--- config.mk ---
export PLATFORM = sky130hd
export DESIGN_NAME = fifo_queue_with_search_unit
export DESIGN_NICKNAME = d
export VERILOG_FILES = /design/src/hdl/fqs_pkg.sv /design/src/hdl/fqs_ctrl.sv /design/src/hdl/fqs_dp.sv /design/src/hdl/fifo_queue_with_search_unit.sv
export SDC_FILE = /design/constraint.sdc
export NUM_CORES = 1
export LEC_CHECK = 0
export ABC_CLOCK_PERIOD_IN_PS = 9770
export BUFFER_PORTS_ARGS = -buffer_cell sky130_fd_sc_hd__buf_2
export CORE_ASPECT_RATIO = 0.6
export CORE_MARGIN = 2
export CORE_UTILIZATION = 60
export CTS_CLUSTER_DIAMETER = 150
export DETAILED_ROUTE_END_ITERATION = 10
export PLACE_DENSITY = 0.87
export SLEW_MARGIN = 20
export SYNTH_ARGS = -nofsm -noshare
export SYNTH_HDL_FRONTEND = slang
export SYNTH_SLANG_ARGS = --single-unit
--- constraint.sdc ---
create_clock -name i_clk -period 9.77 [get_ports i_clk]
set_input_delay 1.954 -clock i_clk [delete_from_list [all_inputs] [get_ports i_clk]]
set_output_delay 1.954 -clock i_clk [all_outputs]
set_load 0.03 [all_outputs]
--- src/hdl/fqs_pkg.sv ---
`default_nettype none

package fqs_pkg;

    typedef enum logic [1:0] {
        OP_PUSH   = 2'd0,
        OP_POP    = 2'd1,
        OP_SEARCH = 2'd2,
        OP_CLEAR  = 2'd3
    } t_op;

    typedef enum logic [1:0] {
        ST_OK        = 2'd0,
        ST_POP_EMPTY = 2'd1,
        ST_PUSH_FULL = 2'd2
    } t_status;

    typedef enum logic [2:0] {
        S_IDLE,
        S_EXEC,
        S_POP_WAIT,
        S_SCAN,
        S_FINISH
    } t_state;

    typedef struct packed {
        logic capture;
        logic exec;
        logic pop_fix;
        logic scan;
        logic load_out;
    } t_dp_cmd;

    typedef struct packed {
        t_op  op;
        logic is_empty;
        logic scan_done;
        logic out_busy;
    } t_dp_stat;

endpackage

`default_nettype wire

--- src/hdl/fqs_ctrl.sv ---
`default_nettype none

module fqs_ctrl (
    input  wire              i_clk,
    input  wire              i_rst_n,
    input  wire              i_in_valid,
    output logic             o_in_ready,
    output fqs_pkg::t_dp_cmd o_cmd,
    input  fqs_pkg::t_dp_stat i_stat
);
    import fqs_pkg::*;

    t_state r_state;
    t_state n_state;

    always_ff @(posedge i_clk) begin
        if (!i_rst_n) begin
            r_state <= S_IDLE;
        end else begin
            r_state <= n_state;
        end
    end

    always_comb begin
        n_state = r_state;
        unique case (r_state)
            S_IDLE: begin
                if (i_in_valid) begin
                    n_state = S_EXEC;
                end
            end
            S_EXEC: begin
                priority if (i_stat.op == OP_POP && !i_stat.is_empty) begin
                    n_state = S_POP_WAIT;
                end else if (i_stat.op == OP_SEARCH) begin
                    n_state = S_SCAN;
                end else begin
                    n_state = S_FINISH;
                end
            end
            S_POP_WAIT: begin
                n_state = S_FINISH;
            end
            S_SCAN: begin
                if (i_stat.scan_done) begin
                    n_state = S_FINISH;
                end
            end
            S_FINISH: begin
                if (!i_stat.out_busy) begin
                    n_state = S_IDLE;
                end
            end
            default: begin
                n_state = S_IDLE;
            end
        endcase
    end

    always_comb begin
        o_in_ready = 1'b0;
        o_cmd      = '0;
        unique case (r_state)
            S_IDLE: begin
                o_in_ready  = 1'b1;
                o_cmd.capture = i_in_valid;
            end
            S_EXEC: begin
                o_cmd.exec = 1'b1;
            end
            S_POP_WAIT: begin
                o_cmd.pop_fix = 1'b1;
            end
            S_SCAN: begin
                o_cmd.scan = 1'b1;
            end
            S_FINISH: begin
                o_cmd.load_out = !i_stat.out_busy;
            end
            default: begin
                o_in_ready = 1'b0;
            end
        endcase
    end

endmodule

`default_nettype wire

--- src/hdl/fqs_dp.sv ---
`default_nettype none

module fqs_dp #(
    parameter int DEPTH       = 16,
    parameter int VALUE_WIDTH = 32
) (
    input  wire                              i_clk,
    input  wire                              i_rst_n,
    input  fqs_pkg::t_dp_cmd                 i_cmd,
    output fqs_pkg::t_dp_stat                o_stat,
    input  wire [1:0]                        i_op,
    input  wire [VALUE_WIDTH-1:0]            i_item_value,
    input  wire                              i_out_ready,
    output logic                             o_out_valid,
    output logic                             o_found,
    output logic [VALUE_WIDTH-1:0]           o_front_value,
    output logic [VALUE_WIDTH-1:0]           o_back_value,
    output logic [$clog2(DEPTH+1)-1:0]       o_count,
    output logic                             o_is_empty,
    output logic                             o_is_full,
    output logic [1:0]                       o_status
);
    import fqs_pkg::*;

    localparam int PW = $clog2(DEPTH);
    localparam int CW = $clog2(DEPTH + 1);
    localparam logic [PW-1:0] LAST_IDX = PW'(DEPTH - 1);
    localparam logic [CW-1:0] FULL_CNT = CW'(DEPTH);

    function automatic logic [PW-1:0] adv(input logic [PW-1:0] p);
        return (p == LAST_IDX) ? '0 : p + PW'(1);
    endfunction

    logic [VALUE_WIDTH-1:0] r_mem [DEPTH];
    logic [VALUE_WIDTH-1:0] r_rd_data;
    logic [PW-1:0]          n_rd_addr;

    logic [PW-1:0]          r_rd_ptr;
    logic [PW-1:0]          r_wr_ptr;
    logic [CW-1:0]          r_count;
    logic [PW-1:0]          r_scan_ptr;
    logic [CW-1:0]          r_scan_left;
    logic                   r_cmp_pend;
    logic                   r_out_valid;

    t_op                    r_op;
    logic [VALUE_WIDTH-1:0] r_value;
    logic [VALUE_WIDTH-1:0] r_front;
    logic [VALUE_WIDTH-1:0] r_back;
    logic                   r_found;
    t_status                r_status;

    logic                   r_o_found;
    logic [VALUE_WIDTH-1:0] r_o_front;
    logic [VALUE_WIDTH-1:0] r_o_back;
    logic [CW-1:0]          r_o_count;
    logic                   r_o_empty;
    logic                   r_o_full;
    t_status                r_o_status;

    logic                   empty;
    logic                   full;
    logic                   out_busy;

    assign empty    = (r_count == '0);
    assign full     = (r_count == FULL_CNT);
    assign out_busy = r_out_valid && !i_out_ready;

    assign o_stat.op        = r_op;
    assign o_stat.is_empty  = empty;
    assign o_stat.scan_done = (r_scan_left == '0) && !r_cmp_pend;
    assign o_stat.out_busy  = out_busy;

    // pop reads the new front, a search walks from the scan pointer
    assign n_rd_addr = i_cmd.exec ? adv(r_rd_ptr) : r_scan_ptr;

    always_ff @(posedge i_clk) begin
        if (i_cmd.exec && r_op == OP_PUSH && !full) begin
            r_mem[r_wr_ptr] <= r_value;
        end
        r_rd_data <= r_mem[n_rd_addr];
    end

    always_ff @(posedge i_clk) begin
        if (!i_rst_n) begin
            r_rd_ptr    <= '0;
            r_wr_ptr    <= '0;
            r_count     <= '0;
            r_scan_left <= '0;
            r_cmp_pend  <= 1'b0;
            r_out_valid <= 1'b0;
        end else begin
            if (i_cmd.exec) begin
                unique case (r_op)
                    OP_PUSH: begin
                        if (!full) begin
                            r_wr_ptr <= adv(r_wr_ptr);
                            r_count  <= r_count + CW'(1);
                        end
                    end
                    OP_POP: begin
                        if (!empty) begin
                            r_rd_ptr <= adv(r_rd_ptr);
                            r_count  <= r_count - CW'(1);
                        end
                    end
                    OP_SEARCH: begin
                        r_scan_left <= r_count;
                        r_cmp_pend  <= 1'b0;
                    end
                    OP_CLEAR: begin
                        r_rd_ptr <= '0;
                        r_wr_ptr <= '0;
                        r_count  <= '0;
                    end
                endcase
            end else if (i_cmd.scan) begin
                if (r_scan_left != '0) begin
                    r_scan_left <= r_scan_left - CW'(1);
                    r_cmp_pend  <= 1'b1;
                end else begin
                    r_cmp_pend  <= 1'b0;
                end
            end
            if (i_cmd.load_out) begin
                r_out_valid <= 1'b1;
            end else if (i_out_ready) begin
                r_out_valid <= 1'b0;
            end
        end
    end

    always_ff @(posedge i_clk) begin
        if (i_cmd.capture) begin
            r_op    <= t_op'(i_op);
            r_value <= i_item_value;
        end
        if (i_cmd.exec) begin
            r_found <= 1'b0;
            unique case (r_op)
                OP_PUSH: begin
                    if (full) begin
                        r_status <= ST_PUSH_FULL;
                    end else begin
                        r_status <= ST_OK;
                        r_back   <= r_value;
                        if (empty) begin
                            r_front <= r_value;
                        end
                    end
                end
                OP_POP: begin
                    if (empty) begin
                        r_status <= ST_POP_EMPTY;
                    end else begin
                        r_status <= ST_OK;
                    end
                end
                OP_SEARCH: begin
                    r_status   <= ST_OK;
                    r_scan_ptr <= r_rd_ptr;
                end
                OP_CLEAR: begin
                    r_status <= ST_OK;
                end
            endcase
        end
        if (i_cmd.pop_fix) begin
            r_front <= r_rd_data;
        end
        if (i_cmd.scan) begin
            if (r_scan_left != '0) begin
                r_scan_ptr <= adv(r_scan_ptr);
            end
            if (r_cmp_pend && r_rd_data == r_value) begin
                r_found <= 1'b1;
            end
        end
        if (i_cmd.load_out) begin
            r_o_found  <= r_found;
            r_o_front  <= empty ? '0 : r_front;
            r_o_back   <= empty ? '0 : r_back;
            r_o_count  <= r_count;
            r_o_empty  <= empty;
            r_o_full   <= full;
            r_o_status <= r_status;
        end
    end

    assign o_out_valid   = r_out_valid;
    assign o_found       = r_o_found;
    assign o_front_value = r_o_front;
    assign o_back_value  = r_o_back;
    assign o_count       = r_o_count;
    assign o_is_empty    = r_o_empty;
    assign o_is_full     = r_o_full;
    assign o_status      = r_o_status;

endmodule

`default_nettype wire

--- src/hdl/fifo_queue_with_search_unit.sv ---
// channel   direction  handshake                  payload
// in        input      i_in_valid / o_in_ready    i_op, i_item_value
// out       output     o_out_valid / i_out_ready  o_found, o_front_value, o_back_value,
//                                                 o_count, o_is_empty, o_is_full, o_status
//
// one transaction at a time; push, clear and failed pop pass IDLE, EXEC, FINISH; pop adds POP_WAIT
// search reads the entry memory once per held entry in the SCAN state
// reset clears pointers, count, scan state and output valid; the entry memory is not cleared
// a finished result waits in the output register while the next transaction is taken;
// that transaction completes once the register is free
`default_nettype none

module fifo_queue_with_search_unit #(
    parameter int DEPTH       = 16,
    parameter int VALUE_WIDTH = 32
) (
    input  wire                         i_clk,
    input  wire                         i_rst_n,
    input  wire                         i_in_valid,
    output logic                        o_in_ready,
    input  wire [1:0]                   i_op,
    input  wire [VALUE_WIDTH-1:0]       i_item_value,
    output logic                        o_out_valid,
    input  wire                         i_out_ready,
    output logic                        o_found,
    output logic [VALUE_WIDTH-1:0]      o_front_value,
    output logic [VALUE_WIDTH-1:0]      o_back_value,
    output logic [$clog2(DEPTH+1)-1:0]  o_count,
    output logic                        o_is_empty,
    output logic                        o_is_full,
    output logic [1:0]                  o_status
);
    import fqs_pkg::*;

    t_dp_cmd  cmd;
    t_dp_stat stat;

    fqs_ctrl u_ctrl (
        .i_clk      (i_clk),
        .i_rst_n    (i_rst_n),
        .i_in_valid (i_in_valid),
        .o_in_ready (o_in_ready),
        .o_cmd      (cmd),
        .i_stat     (stat)
    );

    fqs_dp #(
        .DEPTH       (DEPTH),
        .VALUE_WIDTH (VALUE_WIDTH)
    ) u_dp (
        .i_clk         (i_clk),
        .i_rst_n       (i_rst_n),
        .i_cmd         (cmd),
        .o_stat        (stat),
        .i_op          (i_op),
        .i_item_value  (i_item_value),
        .i_out_ready   (i_out_ready),
        .o_out_valid   (o_out_valid),
        .o_found       (o_found),
        .o_front_value (o_front_value),
        .o_back_value  (o_back_value),
        .o_count       (o_count),
        .o_is_empty    (o_is_empty),
        .o_is_full     (o_is_full),
        .o_status      (o_status)
    );

endmodule

`default_nettype wire

==> results.py, run 1 <==
metrics = {
    "setup_path": {
        "critPathMaxFanout": 146,
        "reg2reg_to": "u_dp.r_rd_data[16]",
        "slowest_stage": "buf_4",
        "rr_startpoint": "u_ctrl.r_state[2]",
        "crit_path_start_kind": "register",
        "end_kind": "register",
        "critPathRequiredTime_ns": 10.29,
        "critPathLaunch": "u_ctrl.r_state[2]",
        "crit_type": "reg2reg",
        "cp-endpoint": "u_dp.r_rd_data[16]",
        "cp.arrival_ns": 4.59,
        "crit_path_cell_trace": "or3b_1 -> a22oi_2 -> buf_12 -> buf_4 -> a211oi_1 -> or3_1 -> o2bb2ai_1",
        "reg2reg_depth": 7,
        "worst_path_largest_cell_delay_ns": 0.93,
        "reg2reg_slack_ns": 5.70,
    },
    "synthesis": {
        "yosysTopAreaCell": "edfxtp_1",
        "ys.flop_type": "edfxtp_1",
        "ys_async_sr_fraction_pct": 0,
        "yosysSeqAreaShare_pct": 75.53,
        "ys_types": 60,
        "ys_ff_latch": 746,
        "synth.net_count": 1888,
        "synth_edf_count": 686,
        "yosysWarnings": 0,
        "syn-cell-area_um2": 28860,
        "synthTopCellsByArea": "edfxtp_1 71%, dfxtp_1 4.2%, a211oi_1 2.9%, mux2i_1 1.8%, nand2_1 1.6%",
        "syn_inst": 1839,
        "synth.top_cell.area_share_pct": 71.37,
        "synth.avg_cell_area_um2": 15.70,
    },
    "placed_design": {
        "placed_cell_area_um2": 30280,
        "post-dp-hpwl_um": 42310,
        "place_congestion": 0.9292,
        "dpl.cell_count": 2533,
        "port_buffers": 113,
        "dpl_worst_slack_ns": 5.614,
    },
    "finish": {
        "design_area_um2": 32420,
        "final_cell_mix": "686 x edfxtp_1, 125 x nand2_1, 113 x buf_2",
        "final_nets": 2010,
        "layout_commonest_cell": "edfxtp_1",
        "drive_gt1_share_pct": 16.34,
        "area_delta_synth_final_pct": 12.32,
        "fin_util_pct": 68.07,
        "fin_cells": 2654,
        "num_antenna_cells": 0,
        "fill_cells": 2981,
    },
    "global_route": {
        "overflow": 0,
        "groute.usage.overall_pct": 29.50,
        "first_global_vias": 17570,
        "grt_max_degree": 147,
        "grt_first_pass_wirelength_um": 108600,
        "antenna_found_initial": 2,
    },
    "drt": {
        "first_pass_iters": 6,
        "viasPerCell": 6.720,
        "drt_iter0_drc": 3057,
        "drc": 0,
        "vias": 17830,
        "totalWireLength_um": 73230,
        "antenna_left": 0,
        "wl_per_cell_um": 27.59,
    },
    "power_and_ir_drop": {
        "p_per_area_nw_per_um2": 221.3,
        "total_power_mw": 7.176,
        "power.leakage_nw": 10.65,
        "irDropWorstVdd_v": 0.0001187,
    },
    "run_status": {
        "status": "completed",
    },
    "floorplanning": {
        "dieArea_um2": 49930,
        "fp.dieH_um": 173.9,
        "initial_utilization_pct": 60.60,
        "core_um2": 47630,
        "num_io_pins": 114,
        "fp-row-count": 62,
        "die_x_um": 287.2,
    },
    "sta": {
        "period_minus_slack_ns": 4.069,
        "layout_setup_ws_ns": 5.701,
        "fin_tns_setup_ns": 0,
        "slew_headroom_pct": 24.70,
        "whs_ns": 0.4373,
        "hold_viol_final": 0,
        "slew_violations": 0,
        "finalCritPeriodShare_pct": 41.65,
        "tightest_slew_ns": 1.129,
        "fmax_mhz": 245.8,
        "fin_skew_ns": 0.01786,
        "rsz0062_at_grt": "no",
        "setup_viol": 0,
    },
    "flow_run": {
        "cap_violations": 0,
    },
    "clock_tree": {
        "cts.sinks": 746,
        "holdBufCountCts": 0,
        "insertion_delay_ns": 0.60,
        "cts_max_level": 3,
        "cts_buffer_depth": 3,
        "cts_resized": 0,
        "cts_root_buffer": "clkbuf_16",
        "postCtsSetupRepairBufs": 0,
        "numCtsBuffers": 66,
        "clkSlewWorstSetupHoldPaths_ns": 0.07,
        "tritoncts": "built",
    },
    "min_path": {
        "hp-class": "reg2reg",
    },
}
-- report_power, final --
group | switching (mW) | leakage, nW | total [mW] | internal [mW]
clock network | 1.13 | 1.05 | 2.61 | 1.48
registers | 0.162 | 6.71 | 3.77 | 3.61
logic | 0.533 | 2.88 | 0.802 | 0.268
-- metal layers --
metal | share of wire [%] | GRT usage [%]
met1 | 38 | 43.88
met2 | 43 | 40.87
met3 | 16 | 9.580
met4 | 3.0 | 11.05
met5 | 0 | 0
-- final cells by class --
cell class / count / area [um^2] / share of cell area (%)
Clock inverter: 27 / 261.5 / 0.8066
Clock buffer: 94 / 1873 / 5.777
Tap cell: 640 / 800.8 / 2.470
Multi-Input combinational cell: 964 / 6633 / 20.46
Sequential cell: 746 / 21800 / 67.24
Inverter: 14 / 53.80 / 0.1659
Timing Repair Buffer: 169 / 998.5 / 3.080
-- cells in the mapped netlist (12+ instances only) --
cell type and count:
or3_1 17, a21oi_1 69, nor4_1 27, o21ai_0 51, buf_2 40, dfxtp_1 60
a32oi_1 48, xor2_1 16, nor3_1 16, mux2i_1 52, mux2_2 32, and4_1 12
inv_1 13, nand2_1 126, o2111ai_1 15, nor2_1 83, clkbuf_1 64, o22ai_1 34
a211oi_1 110, edfxtp_1 686, o41ai_1 20, xnor2_1 20, a211o_1 30, and2_1 68
o22a_1 15, o2bb2ai_1 15
-- cell families after synthesis --
logic type	after synthesis	synth area share, %
DFF	746	75.53
AOI/OAI and AO/OA	441	11.03
and+or+nand+nor	392	6.762
muxes	84	3.052
xor gates and xnor gates	36	1.092
buffers and inverters	129	2.029
adders and majority gates	11	0.5028
-- state kept, by name (all words and copies together) (netlist names), 3 cells and up --
| name | cells |
|---|---|
| u_dp.r_rd_ptr | 4 |
| u_dp.r_wr_ptr | 4 |
| u_dp.r_count | 5 |
| u_dp.r_scan_ptr | 4 |
| u_dp.r_front | 32 |
| u_dp.r_mem | 512 |
| u_dp.r_value | 32 |
| u_dp.o_count | 5 |
| u_dp.r_scan_left | 5 |
| u_dp.r_back | 32 |
| u_ctrl.r_state | 3 |
| u_dp.o_back_value | 32 |
| u_dp.r_rd_data | 32 |
| u_dp.o_front_value | 32 |
-- worst min path at each step --
stage | from | endpoint | cells past startpoint
final | u_dp.r_status[0] | u_dp.o_status[0] | 0
after global placement | u_dp.r_status[1] | u_dp.o_status[1] | 0
after detailed placement | u_dp.r_status[0] | u_dp.o_status[0] | 0
after global routing | u_dp.r_status[0] | u_dp.o_status[0] | 0
after CTS | u_dp.r_status[0] | u_dp.o_status[0] | 0
after floorplan | u_dp.r_status[0] | u_dp.o_status[0] | 0
-- critical path: cells and delay by family (launching register included) --
| family | cells | cell delay [ns] |
|---|---|---|
| buffers and inverters | 2 | 1.41 |
| DFF | 1 | 0.42 |
| AOI/OAI and AO/OA | 3 | 0.79 |
| and+or+nand+nor | 2 | 1.14 |
Power figures use the tool's default switching activity.
==> inputs of run 2 (changes only) <==
--- a/config.mk
+++ b/config.mk
@@ -5,7 +5,7 @@
 export SDC_FILE = /design/constraint.sdc
 export NUM_CORES = 1
 export LEC_CHECK = 0
-export ABC_CLOCK_PERIOD_IN_PS = 9770
+export ABC_CLOCK_PERIOD_IN_PS = 4100
 export BUFFER_PORTS_ARGS = -buffer_cell sky130_fd_sc_hd__buf_2
 export CORE_ASPECT_RATIO = 0.6
 export CORE_MARGIN = 2
==> constraint.sdc (replaced) <==
create_clock -name i_clk -period 4.1 [get_ports i_clk]
set_input_delay 0.82 -clock i_clk [delete_from_list [all_inputs] [get_ports i_clk]]
set_output_delay 0.82 -clock i_clk [all_outputs]
set_load 0.03 [all_outputs]
==> run 2 against run 1 <==
Effect of this change:
- worst setup slack lost 5.4 ns
- via count grew 0.89%
- final area grew 0.88%
- die area is the same
- fmax grew 7.0%
- total power grew 140%
- clock-buffer cell count grew 2
- clock skew shrank 0.0034 ns
- register-to-register slack lost 5.4 ns
- critical path depth grew 1
==> results.py, run 2 (synthesized netlist as in run 1, its figures left out) <==
metrics = {
    "run_status": {
        "status": "completed",
    },
    "sta": {
        "fmax_mhz": 263.0,
        "fin_tns_setup_ns": 0,
        "slew_headroom_pct": 30.12,
        "hold_viol_final": 0,
        "finalCritPeriodShare_pct": 92.74,
        "setup_viol": 0,
        "slew_violations": 0,
        "fin_skew_ns": 0.01443,
        "period_minus_slack_ns": 3.802,
        "rsz0062_at_grt": "no",
        "tightest_slew_ns": 1.048,
    },
    "setup_path": {
        "critPathRequiredTime_ns": 4.61,
        "slowest_stage": "o41ai_1",
        "crit_family": "simple AND/OR/NAND/NOR gates",
        "crit_type": "reg2reg",
        "critPathMaxFanout": 60,
        "cp.arrival_ns": 4.31,
        "crit_path_start_kind": "register",
        "worst_path_largest_cell_delay_ns": 0.65,
        "end_kind": "register",
        "crit_path_cell_trace": "or3b_1 -> clkinv_2 -> nand3b_1 -> and2_2 -> buf_12 -> a21oi_1 -> o41ai_1 -> o2bb2ai_1",
        "critPathBufInv": 2,
        "reg2reg_slack_ns": 0.30,
    },
    "floorplanning": {
        "fp.dieH_um": 173.9,
        "dieArea_um2": 49930,
        "initial_utilization_pct": 60.60,
        "num_io_pins": 114,
        "fp-row-count": 62,
        "die_x_um": 287.2,
        "core_um2": 47630,
    },
    "finish": {
        "num_antenna_cells": 0,
        "fin_cells": 2668,
        "final_nets": 2025,
        "fill_cells": 2950,
        "largest_reg_flops": 512,
        "final_cell_mix": "686 x edfxtp_1, 125 x nand2_1, 113 x buf_2",
        "area_delta_synth_final_pct": 13.32,
        "top_register": "u_dp.r_mem",
        "layout_commonest_cell": "edfxtp_1",
        "multi_input_area_um2": 6658,
        "drive_gt1_share_pct": 16.91,
        "design_area_um2": 32710,
        "seq_area_um2": 21800,
        "fin_util_pct": 68.67,
    },
    "power_and_ir_drop": {
        "p_int_mw": 12.90,
        "power_switching_mw": 4.360,
        "total_power_mw": 17.26,
        "p_seq_share_pct": 52.0,
        "comb_power_share_pct": 11.4,
        "clockPowerShare_pct": 36.6,
        "p_per_area_nw_per_um2": 527.7,
        "p_sw_share_pct": 25.26,
        "irDropWorstVdd_v": 0.0002860,
        "power.leakage_nw": 10.74,
    },
    "placed_design": {
        "place_congestion": 0.8985,
        "dpl.cell_count": 2547,
        "port_buffers": 113,
        "placed_cell_area_um2": 30500,
        "post-dp-hpwl_um": 43070,
    },
    "clock_tree": {
        "cts.sinks": 746,
        "cts_root_buffer": "clkbuf_16",
        "cts_max_level": 3,
        "tritoncts": "built",
        "clkSlewWorstSetupHoldPaths_ns": 0.06,
        "holdBufCountCts": 0,
        "cts_resized": 0,
        "numCtsBuffers": 67,
        "cts_buffer_depth": 3,
        "postCtsSetupRepairBufs": 0,
        "insertion_delay_ns": 0.59,
    },
    "global_route": {
        "grt_max_degree": 121,
        "first_global_vias": 17510,
        "overflow": 0,
        "groute.usage.overall_pct": 29.52,
        "antenna_found_initial": 1,
        "grt_first_pass_wirelength_um": 108400,
    },
    "drt": {
        "antenna_left": 0,
        "first_pass_iters": 8,
        "vias": 17990,
        "drc": 0,
        "drt_iter0_drc": 3416,
        "totalWireLength_um": 73660,
        "viasPerCell": 6.744,
        "wl_per_cell_um": 27.61,
    },
    "flow_run": {
        "cap_violations": 0,
    },
    "min_path": {
        "hp-class": "in2reg",
    },
}
run 2: worst paths after layout:
path	from	to	depth (start not counted)
worst min-delay path	i_item_value[17]	u_dp.r_value[17]	1
worst max-delay path	u_ctrl.r_state[2]	u_dp.r_rd_data[19]	8
worst min register to register	u_dp.r_status[0]	u_dp.o_status[0]	0
worst max register to register	u_ctrl.r_state[2]	u_dp.r_rd_data[19]	8
run 2: power by group through the flow:
stage	Sequential (mW)	Combinational, mW	Clock, mW
4_1_cts	8.94	1.92	6.35
3_3_place_gp	9.09	1.80	0
5_1_grt	8.99	2.08	6.63
6_report	8.98	1.96	6.31
2_1_floorplan	8.97	1.25	0
3_5_place_dp	9.10	1.88	0
run 2: through the flow:
step / hold slack [ns] / setup WS, ns
2_1_floorplan: 0.4003 / -0.4337
3_3_place_gp: 0.4118 / 0.8417
3_5_place_dp: 0.4152 / 0.5751
4_1_cts: 0.3809 / 0.5148
5_1_grt: 0.3819 / 0.2255
6_report: 0.4004 / 0.2975
run 2: final cells by class:
class / instances / area share (%)
Multi-Input combinational cell: 964 / 20.36
Inverter: 14 / 0.1645
Clock inverter: 25 / 0.6733
Sequential cell: 746 / 66.65
Timing Repair Buffer: 183 / 3.642
Tap cell: 640 / 2.448
Clock buffer: 96 / 6.063
run 2: routing by layer:
metal / part of all wire [%] / routed length [um] / vias up / global-route usage, %
met5: 0 / 0 / - / 0
met4: 2.6 / 1922 / 0 / 8.724
met3: 16 / 12070 / 170 / 11.25
met2: 43 / 31650 / 1418 / 41.75
met1: 38 / 28010 / 8853 / 42.93
li1: - / - / 7551 / -
run 2: worst register-to-register path, cell delays in order, from the launching register on:
cell and delay (ns):
dfxtp_1 0.52, or3b_1 0.64, clkinv_2 0.47, nand3b_1 0.55, and2_2 0.26, buf_12 0.27, a21oi_1 0.17, o41ai_1 0.65
o2bb2ai_1 0.20
